===== src/hdl/pport_pkg.sv =====
`default_nettype none

package pport_pkg;

  // register select on the host bus
  typedef enum logic [1:0] {
    REG_PORT_A = 2'd0,
    REG_PORT_B = 2'd1,
    REG_PORT_C = 2'd2,
    REG_CTRL   = 2'd3
  } pport_reg_e;

  typedef enum logic {
    ACC_READ  = 1'b0,
    ACC_WRITE = 1'b1
  } pport_kind_e;

  // group A mode codes
  localparam logic [1:0] GA_MODE_0 = 2'd0;
  localparam logic [1:0] GA_MODE_1 = 2'd1;
  localparam logic [1:0] GA_MODE_2 = 2'd2;
  localparam logic [1:0] GA_MODE_3 = 2'd3;

  // group B mode codes
  localparam logic GB_MODE_0 = 1'b0;

  // fixed bits 6..1 on a port B read
  localparam logic [5:0] PORT_B_FIXED = 6'b011111;

  typedef struct packed {
    logic       kind;
    logic [1:0] reg_sel;
    logic [7:0] write_data;
    logic [7:0] sound_data_in;
    logic       tape_level;
    logic       vsync;
  } pport_in_t;

  typedef struct packed {
    logic [7:0] read_data;
    logic       sound_data_we;
    logic [7:0] sound_data_out;
    logic       row_we;
    logic [3:0] row_out;
    logic       func_we;
    logic       sound_bdir;
    logic       sound_bc1;
    logic       motor_we;
    logic       motor_on;
  } pport_out_t;

endpackage

`default_nettype wire


===== src/hdl/pport_core.sv =====
`default_nettype none

module pport_core (
  input  wire                        clk_i,
  input  wire                        rst_ni,
  input  wire                        fire_i,
  input  wire pport_pkg::pport_in_t  item_i,
  output pport_pkg::pport_out_t      result_o
);
  import pport_pkg::*;

  logic [7:0] ctrl_q,     ctrl_d;
  logic [1:0] ga_mode_q,  ga_mode_d;
  logic       gb_mode_q,  gb_mode_d;
  logic [7:0] a_hs_q,     a_hs_d;
  logic [2:0] b_hs_q,     b_hs_d;
  logic [3:0] c_low_q,    c_low_d;
  logic [3:0] c_high_q,   c_high_d;
  logic       c_low_in_q,  c_low_in_d;
  logic       c_high_in_q, c_high_in_d;
  logic       a_in_q,     a_in_d;
  logic       b_in_q,     b_in_d;

  logic       do_low, do_high;
  logic [3:0] low_nib, high_nib;
  logic [2:0] bsr_bit;
  logic [3:0] bsr_mask;
  logic [3:0] rd_c_low, rd_c_high;
  logic       is_write;
  pport_reg_e sel;

  assign is_write = (item_i.kind == ACC_WRITE);
  assign sel      = pport_reg_e'(item_i.reg_sel);
  assign bsr_bit  = item_i.write_data[3:1];
  assign bsr_mask = 4'b0001 << bsr_bit[1:0];

  // port C as seen on a read
  always_comb begin
    rd_c_low  = 4'd0;
    rd_c_high = 4'd0;
    if (!c_low_in_q) begin
      rd_c_low = (gb_mode_q == GB_MODE_0) ? c_low_q : {1'b0, b_hs_q};
      if (ga_mode_q != GA_MODE_0) rd_c_low[3] = a_hs_q[3];
    end
    if (!c_high_in_q) begin
      unique case (ga_mode_q)
        GA_MODE_0:            rd_c_high = c_high_q;
        GA_MODE_1, GA_MODE_2: rd_c_high = a_hs_q[7:4];
        default:              rd_c_high = 4'd0;
      endcase
    end
  end

  // nibble updates from port C writes and bit set/reset
  always_comb begin
    do_low   = 1'b0;
    do_high  = 1'b0;
    low_nib  = c_low_q;
    high_nib = c_high_q;
    if (is_write && sel == REG_PORT_C) begin
      do_low  = !c_low_in_q;
      do_high = !c_high_in_q;
      if (do_low)  low_nib  = item_i.write_data[3:0];
      if (do_high) high_nib = item_i.write_data[7:4];
    end else if (is_write && sel == REG_CTRL && !item_i.write_data[7]) begin
      if (!bsr_bit[2]) begin
        do_low  = 1'b1;
        low_nib = item_i.write_data[0] ? (c_low_q | bsr_mask) : (c_low_q & ~bsr_mask);
      end else begin
        do_high  = 1'b1;
        high_nib = item_i.write_data[0] ? (c_high_q | bsr_mask) : (c_high_q & ~bsr_mask);
      end
    end
  end

  always_comb begin
    result_o    = '0;
    ctrl_d      = ctrl_q;
    ga_mode_d   = ga_mode_q;
    gb_mode_d   = gb_mode_q;
    a_hs_d      = a_hs_q;
    b_hs_d      = b_hs_q;
    c_low_d     = low_nib;
    c_high_d    = high_nib;
    c_low_in_d  = c_low_in_q;
    c_high_in_d = c_high_in_q;
    a_in_d      = a_in_q;
    b_in_d      = b_in_q;

    if (!is_write) begin
      unique case (sel)
        REG_PORT_A: begin
          if (a_in_q || ga_mode_q == GA_MODE_2) result_o.read_data = item_i.sound_data_in;
        end
        REG_PORT_B: begin
          if (b_in_q) result_o.read_data = {item_i.tape_level, PORT_B_FIXED, item_i.vsync};
        end
        REG_PORT_C: result_o.read_data = {rd_c_high, rd_c_low};
        default:    result_o.read_data = 8'd0;
      endcase
    end else begin
      if (sel == REG_PORT_A && (!a_in_q || ga_mode_q == GA_MODE_2)) begin
        result_o.sound_data_we  = 1'b1;
        result_o.sound_data_out = item_i.write_data;
      end
      if (sel == REG_CTRL && item_i.write_data[7]) begin
        // mode word: every output strobed to zero, flags decoded
        result_o.sound_data_we = 1'b1;
        result_o.row_we        = 1'b1;
        result_o.func_we       = 1'b1;
        result_o.motor_we      = 1'b1;
        ctrl_d      = item_i.write_data;
        ga_mode_d   = item_i.write_data[6:5];
        gb_mode_d   = item_i.write_data[2];
        c_low_in_d  = item_i.write_data[0];
        c_high_in_d = item_i.write_data[3];
        a_in_d      = item_i.write_data[4];
        b_in_d      = item_i.write_data[1];
      end
    end

    if (do_low) begin
      if (ga_mode_q != GA_MODE_0) a_hs_d[3] = low_nib[3];
      if (gb_mode_q == GB_MODE_0) begin
        result_o.row_we  = 1'b1;
        result_o.row_out = low_nib;
      end else begin
        b_hs_d = low_nib[2:0];
      end
    end

    if (do_high) begin
      unique case (ga_mode_q)
        GA_MODE_0: begin
          result_o.func_we    = 1'b1;
          result_o.sound_bdir = high_nib[3];
          result_o.sound_bc1  = high_nib[2];
          result_o.motor_we   = 1'b1;
          result_o.motor_on   = high_nib[0];
        end
        // handshake OR never clears bits
        GA_MODE_1, GA_MODE_2: a_hs_d[7:4] = a_hs_q[7:4] | high_nib;
        default: ;
      endcase
    end
  end

  always_ff @(posedge clk_i or negedge rst_ni) begin
    if (!rst_ni) begin
      ctrl_q      <= '0;
      ga_mode_q   <= '0;
      gb_mode_q   <= 1'b0;
      a_hs_q      <= '0;
      b_hs_q      <= '0;
      c_low_q     <= '0;
      c_high_q    <= '0;
      c_low_in_q  <= 1'b0;
      c_high_in_q <= 1'b0;
      a_in_q      <= 1'b0;
      b_in_q      <= 1'b0;
    end else if (fire_i) begin
      ctrl_q      <= ctrl_d;
      ga_mode_q   <= ga_mode_d;
      gb_mode_q   <= gb_mode_d;
      a_hs_q      <= a_hs_d;
      b_hs_q      <= b_hs_d;
      c_low_q     <= c_low_d;
      c_high_q    <= c_high_d;
      c_low_in_q  <= c_low_in_d;
      c_high_in_q <= c_high_in_d;
      a_in_q      <= a_in_d;
      b_in_q      <= b_in_d;
    end
  end

`ifndef ASSERT_OFF
  a_ctrl_mode_word: assert property (@(posedge clk_i) disable iff (!rst_ni)
    (ctrl_q == 8'd0) || ctrl_q[7])
    else $error("control byte holds a non-mode word");

  a_flags_match_ctrl: assert property (@(posedge clk_i) disable iff (!rst_ni)
    ga_mode_q == ctrl_q[6:5] && gb_mode_q == ctrl_q[2] && c_low_in_q == ctrl_q[0] &&
    c_high_in_q == ctrl_q[3] && a_in_q == ctrl_q[4] && b_in_q == ctrl_q[1])
    else $error("decoded flags disagree with control byte");

  a_func_only_mode0: assert property (@(posedge clk_i) disable iff (!rst_ni)
    (fire_i && result_o.func_we && !(sel == REG_CTRL && item_i.write_data[7]))
      |-> (ga_mode_q == GA_MODE_0))
    else $error("sound function strobe outside group A mode 0");
`endif

endmodule

`default_nettype wire


===== src/hdl/parallel_port_interface_8255.sv =====
// Three-port parallel interface: one bus access in, one result out per request.
// Each request is registered in the input register, then its result in the result register;
// a stall on the output can hold the request between the two.
// Throughput: one request per cycle; only a stalled result register holds input.
// Reset (rst_ni low, asynchronous) empties both stages and clears all port state to zero.
`default_nettype none

module parallel_port_interface_8255 (
  input  wire                        clk_i,
  input  wire                        rst_ni,
  input  wire                        in_valid_i,
  output logic                       in_stall_o,
  input  wire pport_pkg::pport_in_t  in_data_i,
  output logic                       out_valid_o,
  input  wire                        out_stall_i,
  output pport_pkg::pport_out_t      out_data_o
);
  import pport_pkg::*;

  logic       in_vld_q, in_vld_d;
  pport_in_t  in_q;
  logic       out_vld_q, out_vld_d;
  pport_out_t out_q;
  pport_out_t result;
  logic       out_free, advance, accept;

  assign out_free   = !out_vld_q || !out_stall_i;
  assign advance    = in_vld_q && out_free;
  assign in_stall_o = in_vld_q && !out_free;
  assign accept     = in_valid_i && !in_stall_o;

  assign in_vld_d  = accept || (in_vld_q && !advance);
  assign out_vld_d = advance || (out_vld_q && out_stall_i);

  pport_core u_core (
    .clk_i    (clk_i),
    .rst_ni   (rst_ni),
    .fire_i   (advance),
    .item_i   (in_q),
    .result_o (result)
  );

  always_ff @(posedge clk_i or negedge rst_ni) begin
    if (!rst_ni) begin
      in_vld_q  <= 1'b0;
      out_vld_q <= 1'b0;
    end else begin
      in_vld_q  <= in_vld_d;
      out_vld_q <= out_vld_d;
    end
  end

  always_ff @(posedge clk_i) begin
    if (accept)  in_q  <= in_data_i;
    if (advance) out_q <= result;
  end

  assign out_valid_o = out_vld_q;
  assign out_data_o  = out_q;

`ifndef ASSERT_OFF
  a_advance_fills_out: assert property (@(posedge clk_i) disable iff (!rst_ni)
    advance |=> out_vld_q)
    else $error("processed request did not reach the result register");

  a_stall_needs_full: assert property (@(posedge clk_i) disable iff (!rst_ni)
    in_stall_o |-> (in_vld_q && out_vld_q))
    else $error("input stalled with a free result register");

  a_out_held_on_stall: assert property (@(posedge clk_i) disable iff (!rst_ni)
    (out_valid_o && out_stall_i) |=> (out_valid_o && $stable(out_data_o)))
    else $error("stalled result changed or dropped");
`endif

endmodule

`default_nettype wire


===== config.mk =====
export PLATFORM = sky130hd
export DESIGN_NAME = parallel_port_interface_8255
export DESIGN_NICKNAME = d
export VERILOG_FILES = /design/src/hdl/pport_pkg.sv /design/src/hdl/pport_core.sv /design/src/hdl/parallel_port_interface_8255.sv
export SDC_FILE = /design/constraint.sdc
export NUM_CORES = 1
export LEC_CHECK = 0
export BUFFER_PORTS_ARGS = -buffer_cell sky130_fd_sc_hd__buf_4
export CAP_MARGIN = 20
export CORE_UTILIZATION = 55
export DETAILED_ROUTE_END_ITERATION = 7
export PLACE_DENSITY_LB_ADDON = 0.3
export SYNTH_ARGS = -nofsm -noshare
export SYNTH_HDL_FRONTEND = slang
export SYNTH_SLANG_ARGS = --single-unit

===== constraint.sdc =====
create_clock -name clk_i -period 1.95 [get_ports clk_i]
set_input_delay 0 -clock clk_i [delete_from_list [all_inputs] [get_ports clk_i]]
set_output_delay 0 -clock clk_i [all_outputs]
set_load 0.1 [all_outputs]

Word level (Yosys, flattened, before mapping)
Index checks and enable logic that the tools add are counted.
{"block": "word_totals", "reg_bits": 73, "input_bits": 25, "output_inout_bits": 29, "wordCells": 110}
{"block": "classes", "eq_ne": 5, "n_shift": 1, "muxes": 33, "bitwise_logic": 7, "n_reduce_logical": 35}
{"operator": "4-bit two-way mux", "n": 13}
{"operator": "8-bit case mux with 3 select lines", "n": 1}
{"operator": "5-bit two-way mux", "n": 4}
{"operator": "8-bit two-way mux", "n": 2}
{"operator": "4-bit bitwise OR", "n": 3}
{"operator": "3-bit AND reduction", "n": 4}
{"operator": "1-bit two-way mux", "n": 11}
{"operator": "1-bit logical AND", "n": 10}
{"operator": "1-bit logical NOT", "n": 9}
{"operator": "9-bit two-way mux", "n": 1}
{"operator": "4-bit bitwise AND", "n": 2}
{"operator": "4-bit case mux with 2 select lines", "n": 1}
{"operator": "2-bit equality test (second input constant)", "n": 3}
{"operator": "1-bit logical OR", "n": 5}
{"operator": "2-bit by 1-bit equality test with 1-bit output (second input constant)", "n": 2}
{"operator": "2-bit logical NOT", "n": 2}
{"operator": "4-bit inverter", "n": 1}
{"operator": "2-bit AND reduction", "n": 2}
{"operator": "2-bit OR reduction", "n": 2}
{"operator": "1-bit by 2-bit left shift with 4-bit output (first input constant)", "n": 1}
{"operator": "2-bit nonzero test", "n": 1}
{"operator": "1-bit inverter", "n": 1}

Logic depth before layout (Yosys ltp)
Gate-level depths: netlist (run 1).
{"block": "logic_depth", "depth_word": 9, "ltp_mapped": 7, "mapped_depth_nobuf": 6}

Cells and area by module
Synthesis (run 1) repeated with hierarchy kept, for this count alone.
{"block": "unflattened", "cells_unflattened": 260, "hier_area_um2": 3329.4}
{"mod": "pport_core", "instances": 1, "cells_each": 204, "area_each_um2": 1795.5, "seq_area_each_um2": 575.6}
{"mod": "parallel_port_interface_8255", "instances": 1, "cells_each": 56, "area_each_um2": 1534.0, "seq_area_each_um2": 1491.4}

Worst setup path before layout (run 1)
OpenSTA, ideal clock, no wires.
{"block": "synth_path", "path_kind": "reg2reg", "startpoint": "register out_vld_q (netlist: out_valid_o)", "endpoint": "register out_q, in the netlist out_data_o[0] (enable)", "setup_ps": 374, "t_arrival_ps": 1851, "t_required_ps": 1576, "setup_slack_ps": -276, "stages_incl_launch_ff": 4, "n_path_buf": 1, "synth_period_minus_slack_ps": 2226, "path_cell_list": "dfrtp_1 -> a21bo_2 -> clkbuf_1 -> inv_1"}
{"block": "synth_between", "elab_chain_len": 3}
{"element": "from (decl)", "line_no": "parallel_port_interface_8255.sv:22", "rtl": "logic out_vld_q, out_vld_d;"}
{"element": "from (signal assigned)", "line_no": "parallel_port_interface_8255.sv:49", "rtl": "out_vld_q <= out_vld_d;"}
{"element": "1-bit logical NOT", "line_no": "parallel_port_interface_8255.sv:27", "rtl": "assign out_free = !out_vld_q || !out_stall_i;"}
{"element": "1-bit logical OR", "line_no": "parallel_port_interface_8255.sv:27"}
{"element": "1-bit logical AND", "line_no": "parallel_port_interface_8255.sv:28", "rtl": "assign advance = in_vld_q && out_free;"}
{"element": "net advance", "line_no": "parallel_port_interface_8255.sv:25", "rtl": "logic out_free, advance, accept;"}
{"element": "to (signal assigned)", "line_no": "parallel_port_interface_8255.sv:55", "rtl": "if (advance) out_q <= result;"}
{"element": "to (decl)", "line_no": "parallel_port_interface_8255.sv:23", "rtl": "pport_out_t out_q;"}
The timed path passes the listed nets, and every way through them passes these cells.
A chain may end at the register's enable or synchronous reset.

Worst setup path in the final report (run 1)
{"block": "layout_path", "startpoint": "register in_q[19] (netlist bit)", "endpoint": "register u_core.b_in_q"}
{"block": "layout_between", "elab_chain_len": 3}
{"element": "from (decl)", "line_no": "parallel_port_interface_8255.sv:21", "rtl": "pport_in_t in_q;"}
{"element": "from (signal assigned)", "line_no": "parallel_port_interface_8255.sv:54", "rtl": "if (accept) in_q <= in_data_i;"}
{"element": "2-bit equality test", "line_no": "pport_core.sv:106", "rtl": "if (sel == REG_CTRL && item_i.write_data[7]) begin"}
{"element": "1-bit logical AND", "line_no": "pport_core.sv:106"}
{"element": "3-bit AND reduction (no source line)"}
{"element": "to (signal assigned)", "line_no": "pport_core.sv:172", "rtl": "b_in_q <= b_in_d;"}
{"element": "to (decl)", "line_no": "pport_core.sv:22", "rtl": "logic b_in_q, b_in_d;"}
No other way between the ends.

==> reports/results.ini, run 1 <==
[die]
pin_count = 54
die_area_mm2 = 0.00624
initial_core_util_pct = 58.1
fp-row-count = 27
die_height_um = 79.0
fp.dieW_um = 79.0
core_region_area_mm2 = 0.00561

[route]
drt-wirelength-per-cell_um = 17.4
drt_iter0_markers = 219
ant_nets = 0
vias_per_cell = 5.80
vias = 2436
drt-total-wl_um = 7290
drt_pass1_iterations = 5
drc = 0

[cts]
cts.repair.resized = 0
insertion_delay_ns = 0.34
cts_sinks = 72
cts_tree = done
cts_max_path_buffers = 2
clk_transition_reported_paths_ns = 0.07
root_buffer = clkbuf_8
cts_made_buffers = 9
htreeDepth = 3

[power_and_ir_drop]
power_density_mw_per_mm2 = 1090
internal-power_mw = 3.10
peakVddDrop_mv = 0.768
pwr-share-seq_pct = 45.5
p_leak_nw = 1.78
combinationalPowerShare_pct = 28.1
p_clk_share_pct = 26.4
swShare_pct = 33.3
p_sw_mw = 1.55

[logic_synthesis]
ys_warn_count = 0
ys_seq_area_share_pct = 62.5
synth_area_mm2 = 0.00326
synthFlopType = edfxtp_1
synth_fp_nets = 280
postSynth.asyncResetShare_pct = 34.7
syn-mean-instance-area_um2 = 12.9
synthCells = 252
synth.distinct_cells = 51
synth_edf_count = 47
ys_seq_elements = 72

[placement]
pre_cts_ws_ns = 0.145
place_hpwl_um = 4730
routabilityCongestion = 0.856
placed_cells = 374
port-buffer-count = 53

[worst_setup_path]
slowest_stage = edfxtp_1
slowest_delay_ns = 0.54
r2r_slack_ns = 0.14
critical_path.top_delay_family = flip-flops
cp-end-kind = register
r2r-end = u_core.b_in_q$_DFFE_PN0P_
worst_ep_arrival_time_ns = 2.03
criticalPathCategory = reg -> reg
worstPathMaxFanout = 9
path_cells = buf_4 -> nand4_4 -> nor2_2 -> mux2_2
crit_path_start_kind = register
required_ns = 2.17
r2r-start = in_q[19]$_DFFE_PP_
crit_buf_inv = 1
reg2reg_depth = 4

[job]
drv_cap = 0

[timing]
tightest_slew_ns = 0.431
fin_setup_tns_ns = 0
rsz0062_at_grt = no
clock.fmax_mhz = 553
fin_crit_ns = 1.81
drv_slew = 0
setup_viol = 0
final.setup.worst_slack_ns = 0.140
period_share_pct = 92.8
skew_ns = 0.00611
hold_viol_final = 0
relSlewSlack_pct = 71.3

[global_route]
grt_pass1_wl_um = 11600
grt_pass1_vias = 2334
overflow = 0
grt_max_degree = 26
antenna_found_initial = 0
track_usage_pct = 25.4

[layout]
final_cell_mix = buf_4 (70), edfxtp_1 (47), dlygate4sd3_1 (25)
instances_no_fill = 420
nNetsFinal = 372
fillers = 366
drive_gt1_share_pct = 31.3
layout_commonest_cell = buf_4
register_area_mm2 = 0.00204
syn_to_final_growth_pct = 30.6
multi_input_area_mm2 = 0.00111
antenna_cells = 0

[worst_hold_path]
hp-class = in -> async

[status]
status = finished clean

## worst register-to-register path, stage by stage (launching register included)
cell      delay, ns
edfxtp_1       0.54
buf_4          0.25
nand4_4        0.14
nor2_2         0.37
mux2_2         0.40
## cell usage after synthesis (2+ instances only)
cell type	instances	share of area [%]
edfxtp_1	47	43
dfrtp_1	25	19
nand2_1	21	2.4
nor2_1	19	2.2
mux2_2	12	4.1
inv_1	10	1.2
o21ai_0	9	1.4
clkbuf_1	8	0.92
mux2i_1	8	2.5
and2_1	7	1.3
a21oi_1	6	0.92
a22o_1	5	1.3
a22oi_1	5	1.2
nand2b_1	5	0.96
o22ai_1	5	0.96
buf_4	4	0.92
nand3_1	4	0.61
o31ai_1	4	0.92
a221oi_1	3	0.81
ha_1	3	1.2
o21ai_1	3	0.46
o21bai_1	3	0.69
o31a_1	3	0.81
or3_1	3	0.58
a21o_1	2	0.46
o41a_1	2	0.69
o41ai_1	2	0.54
## timing repair
| action | in CTS | in global routing |
|---|---|---|
| hold endpoints to repair | 48 | 0 |
| setup endpoints to repair | 0 | 1 |
| hold buffers | 25 | 0 |
| buffers inserted | 0 | 6 |
## how the worst max path moves through the flow
stage | start | end | slack, ns | cells past startpoint
floorplan | out_valid_o$_DFF_PN0_ | u_core.a_in_q$_DFFE_PN0P_ | 0.17 | 4
global placement | in_q[19]$_DFFE_PP_ | u_core.a_in_q$_DFFE_PN0P_ | 0.19 | 4
detailed placement | in_q[19]$_DFFE_PP_ | u_core.b_in_q$_DFFE_PN0P_ | 0.15 | 4
CTS | in_q[19]$_DFFE_PP_ | u_core.b_in_q$_DFFE_PN0P_ | 0.13 | 4
global route | in_q[17]$_DFFE_PP_ | out_data_o[0]$_SDFFCE_PN0P_ | 0.06 | 4
finish | in_q[19]$_DFFE_PP_ | u_core.b_in_q$_DFFE_PN0P_ | 0.14 | 4
## cell families (layout without fill, tap and decap cells)
logic type                 after synthesis  count (layout)  synth area share [%]
muxes                                   21              21                  7.29
buffers and inverters                   25             121                  3.61
DFF                                     72              72                  62.5
AOI/OAI and AO/OA                       56              56                  12.2
adders and majority gates                3               3                  1.15
and+or+nand+nor                         75              75                  13.2
## stage by stage
step | power [mW] | area (µm²) | util, % | hold WS [ns]
floorplan | 3.04 | 3270 | - | -0.296
global placement | 3.34 | 3760 | 67.1 | -0.0722
detailed placement | 3.37 | 3760 | 67.1 | -0.0708
CTS | 4.63 | 4210 | 75.1 | 0.114
global route | 4.83 | 4260 | 75.9 | 0.134
finish | 4.65 | 4260 | 75.9 | 0.122
## area by class of cell
class	count	share of cell area [%]
sequential	72	47.9
multi-input combinational	155	26.0
timing repair buffer	95	18.2
clock buffer	10	3.00
tap	72	2.12
clock inverter	5	1.70
inverter	11	1.06
## metal layers
metal / wire length [µm] / GRT usage [%] / up-vias / part of all wire, %
li1: - / - / 1118 / -
met1: 3110 / 33.7 / 1172 / 43
met2: 3490 / 40.8 / 129 / 48
met3: 536 / 4.94 / 17 / 7.4
met4: 156 / 11.3 / 0 / 2.1
met5: 0 / 0 / - / 0
## flip-flops by register name, indices dropped and copies added (netlist names), 2 cells and up
| register | flops |
|---|---|
| in_q | 21 |
| u_core.a_hs_q | 5 |
| u_core.ga_mode_q | 2 |
| u_core.c_low_q | 4 |
| out_data_o | 26 |
| u_core.b_hs_q | 3 |
| u_core.c_high_q | 4 |
## power by group through the flow
| stage | Clock [mW] | Sequential, mW | Combinational [mW] |
|---|---|---|---|
| 6_report | 1.23 | 2.11 | 1.31 |
| 5_1_grt | 1.30 | 2.14 | 1.39 |
| 4_1_cts | 1.23 | 2.11 | 1.28 |
| 3_5_place_dp | 0 | 2.14 | 1.24 |
| 3_3_place_gp | 0 | 2.13 | 1.21 |
| 2_1_floorplan | 0 | 2.39 | 0.652 |
(Power assumes the default switching activity.)
==> inputs of run 2 (changes only) <==
--- a/config.mk
+++ b/config.mk
@@ -7,9 +7,11 @@
 export LEC_CHECK = 0
 export BUFFER_PORTS_ARGS = -buffer_cell sky130_fd_sc_hd__buf_4
 export CAP_MARGIN = 20
-export CORE_UTILIZATION = 55
+export CELL_PAD_IN_SITES_DETAIL_PLACEMENT = 0
+export CELL_PAD_IN_SITES_GLOBAL_PLACEMENT = 1
+export CORE_UTILIZATION = 41
 export DETAILED_ROUTE_END_ITERATION = 7
-export PLACE_DENSITY_LB_ADDON = 0.3
+export PLACE_DENSITY = 0.86
 export SYNTH_ARGS = -nofsm -noshare
 export SYNTH_HDL_FRONTEND = slang
 export SYNTH_SLANG_ARGS = --single-unit
==> constraint.sdc (replaced) <==
create_clock -name clk_i -period 1.6 [get_ports clk_i]
set_input_delay 0 -clock clk_i [delete_from_list [all_inputs] [get_ports clk_i]]
set_output_delay 0 -clock clk_i [all_outputs]
set_load 0.1 [all_outputs]
==> run 2 against run 1 <==
  * The run now ends with setup timing left
  * Largest cell class unchanged
  * Core utilization shrank 15 points
  * Non-clock buffer count grew 28
  * Sequential share of layout area shrank 4.9 points
  * Clock skew grew 0.011 ns
  * Register-to-register slack lost 0.28 ns
  * Critical path type unchanged
  * Clock-buffer cell count grew 1
  * First-iteration DRC count shrank 30%
  * Sequential power grew 22%
==> reports/results.ini, run 2 (synthesis gave the netlist of run 1 again) <==
[power_and_ir_drop]
internal-power_mw = 3.83  ; was 3.10 mW
peakVddDrop_mv = 0.712  ; was 0.768 mV
pwr-share-seq_pct = 43.9  ; was 45.5%
power_density_mw_per_mm2 = 1240  ; was 1090 mW/mm²
swShare_pct = 34.6  ; was 33.3%
p_leak_nw = 1.96  ; was 1.78 nW
p_sw_mw = 2.03  ; was 1.55 mW
combinationalPowerShare_pct = 33.3  ; was 28.1%
p_clk_share_pct = 22.9  ; was 26.4%
fin_total_pwr_mw = 5.86  ; was 4.65 mW

[job]
drv_cap = 0  ; unchanged

[worst_setup_path]
required_ns = 1.71  ; was 2.17 ns
critical_path.top_delay_family = flip-flops  ; unchanged
r2r-start = in_q[19]$_DFFE_PP_  ; unchanged
endpoint = out_data_o[7]$_SDFFCE_PP0P_  ; was u_core.b_in_q$_DFFE_PN0P_
slowest_delay_ns = 0.48  ; was 0.54 ns
cp.depth = 6  ; was 4
reg2reg_depth = 6  ; was 4
criticalPathCategory = reg -> reg  ; unchanged
crit_top_cell = buf_6
worstPathMaxFanout = 4  ; was 9
r2r-end = out_data_o[7]$_SDFFCE_PP0P_  ; was u_core.b_in_q$_DFFE_PN0P_
path_cells = buf_6 -> buf_6 -> and4bb_2 -> mux2_4 -> mux2i_4 -> nor2_1  ; was buf_4 -> nand4_4 -> nor2_2 -> mux2_2
cp-end-kind = register  ; unchanged
worst_ep_arrival_time_ns = 1.84  ; was 2.03 ns
critPathLaunch = in_q[19]$_DFFE_PP_  ; unchanged
crit_buf_inv = 2  ; was 1
crit_path_start_kind = register  ; unchanged
r2r_slack_ns = -0.14  ; was 0.14 ns
slowest_stage = edfxtp_1  ; unchanged

[placement]
placed_area_mm2 = 0.00401  ; was 0.00376 mm²
place_hpwl_um = 5150  ; was 4730 µm
routabilityCongestion = 0.804  ; was 0.856
port-buffer-count = 53  ; unchanged

[global_route]
antenna_found_initial = 0  ; unchanged
track_usage_pct = 20.1  ; was 25.4%
grt_pass1_wl_um = 12400  ; was 11,600 µm
grt_max_degree = 26  ; unchanged
grt_pass1_vias = 2523  ; was 2,334
overflow = 0  ; unchanged

[layout]
drive_gt1_share_pct = 44.6  ; was 31.3%
layout_commonest_cell = buf_4  ; unchanged
syn_to_final_growth_pct = 45.4  ; was 30.6%
final_area_mm2 = 0.00474  ; was 0.00426 mm²
nNetsFinal = 400  ; was 372
largest_register_ff_count = 26  ; unchanged
antenna_cells = 0  ; unchanged
final_cell_mix = buf_4 (87), edfxtp_1 (47), dlygate4sd3_1 (25)  ; was buf_4 (70), edfxtp_1 (47), dlygate4sd3_1 (25)

[worst_hold_path]
hp-class = in -> async  ; unchanged

[timing]
fin_crit_ns = 1.74  ; was 1.81 ns
tightest_slew_ns = 0.468  ; was 0.431 ns
relSlewSlack_pct = 68.5  ; was 71.3%
rsz0062_at_grt = yes  ; was no
final.setup.worst_slack_ns = -0.136  ; was 0.140 ns
clock.fmax_mhz = 576  ; was 553 MHz
drv_slew = 0  ; unchanged
skew_ns = 0.0172  ; was 0.00611 ns
hold_viol_final = 0  ; unchanged
setup_viol = 20  ; was 0
period_share_pct = 109  ; was 92.8%
fin_setup_tns_ns = -1.31  ; was 0 ns

[die]
core_region_area_mm2 = 0.00773  ; was 0.00561 mm²
die_height_um = 91.2  ; was 79.0 µm
fp.dieW_um = 91.2  ; was 79.0 µm
fp-row-count = 32  ; was 27
die_area_mm2 = 0.00831  ; was 0.00624 mm²
pin_count = 54  ; unchanged
initial_core_util_pct = 42.2  ; was 58.1%

[cts]
htreeDepth = 3  ; unchanged
cts_tree = done  ; unchanged
cts_sinks = 72  ; unchanged
cts_made_buffers = 9  ; unchanged
clk_transition_reported_paths_ns = 0.08  ; was 0.07 ns
root_buffer = clkbuf_8  ; unchanged
insertion_delay_ns = 0.36  ; was 0.34 ns
cts_max_path_buffers = 2  ; unchanged

[route]
drc = 0  ; unchanged
ant_nets = 0  ; unchanged
vias = 2529  ; was 2,436
drt_iter0_markers = 153  ; was 219
drt_pass1_iterations = 4  ; was 5
drt-wirelength-per-cell_um = 16.6  ; was 17.4 µm
drt-total-wl_um = 7960  ; was 7290 µm
vias_per_cell = 5.28  ; was 5.80

[status]
violations = setup timing
status = finished with violations  ; was finished clean

[run 2: cell count changes in the layout (fill, tap and decap cells not counted), sizes merged]
| cell | change |
|---|---|
| buf | +28 |
| bufinv | -1 |
| clkbuf | +1 |
| clkinv | +1 |
[run 2: power by group through the flow]
stage / Combinational (mW) / Sequential (mW) / Clock, mW
after floorplan: 0.808 / 2.92 / 0
after global placement: 1.63 / 2.57 / 0
after detailed placement: 1.66 / 2.57 / 0
after CTS: 1.79 / 2.55 / 1.36
after global routing: 2.07 / 2.60 / 1.43
final: 1.95 / 2.57 / 1.34
[run 2: timing repair]
item | in CTS | in global routing
hold endpoints to repair | 48 | 0
setup endpoints to repair | 25 | 33
hold buffers | 25 | 0
gates resized for setup | 18 | 28
pin swaps | 7 | 8
setup buffers | 3 | 9
gates cloned | 0 | 0
[run 2: worst min path at each step]
stage	start	endpoint	slack, ns	cells past startpoint
after floorplan	rst_ni	in_vld_q$_DFF_PN0_	-0.30	0
after global placement	rst_ni	in_vld_q$_DFF_PN0_	-0.07	1
after detailed placement	rst_ni	u_core.c_low_q[2]$_DFFE_PN0P_	-0.07	1
after CTS	rst_ni	u_core.b_in_q$_DFFE_PN0P_	0.10	2
after global routing	rst_ni	u_core.c_low_q[2]$_DFFE_PN0P_	0.13	2
final	rst_ni	u_core.c_low_q[0]$_DFFE_PN0P_	0.09	2
[run 2: through the flow]
| step | worst slack, ns | hold slack [ns] | util (%) | instances |
|---|---|---|---|---|
| 4_1_cts | -0.0957 | 0.102 | 59.0 | 471 |
| 6_report | -0.136 | 0.0869 | 61.4 | 479 |
| 5_1_grt | -0.194 | 0.132 | 61.4 | 479 |
| 3_3_place_gp | -0.0842 | -0.0693 | 51.9 | 427 |
| 2_1_floorplan | -0.0852 | -0.296 | - | 252 |
| 3_5_place_dp | -0.118 | -0.0723 | 51.9 | 427 |
[run 2: cell type report]
type / instances / area (µm²)
sequential: 72 / 2040
tap: 102 / 128
timing repair buffer: 123 / 1040
clock inverter: 5 / 47.5
multi-input combinational: 155 / 1300
fill: 593 / 2990
clock buffer: 11 / 131
inverter: 11 / 45.0
[run 2: routing by layer]
metal	vias to the layer above	part of all wire (%)	track usage (%)	wire (µm)
met5	-	0	0	0
met4	0	2.0	9.26	158
met3	17	5.8	6.03	463
met2	108	49	33.4	3940
met1	1231	43	24.0	3400
li1	1173	-	-	-
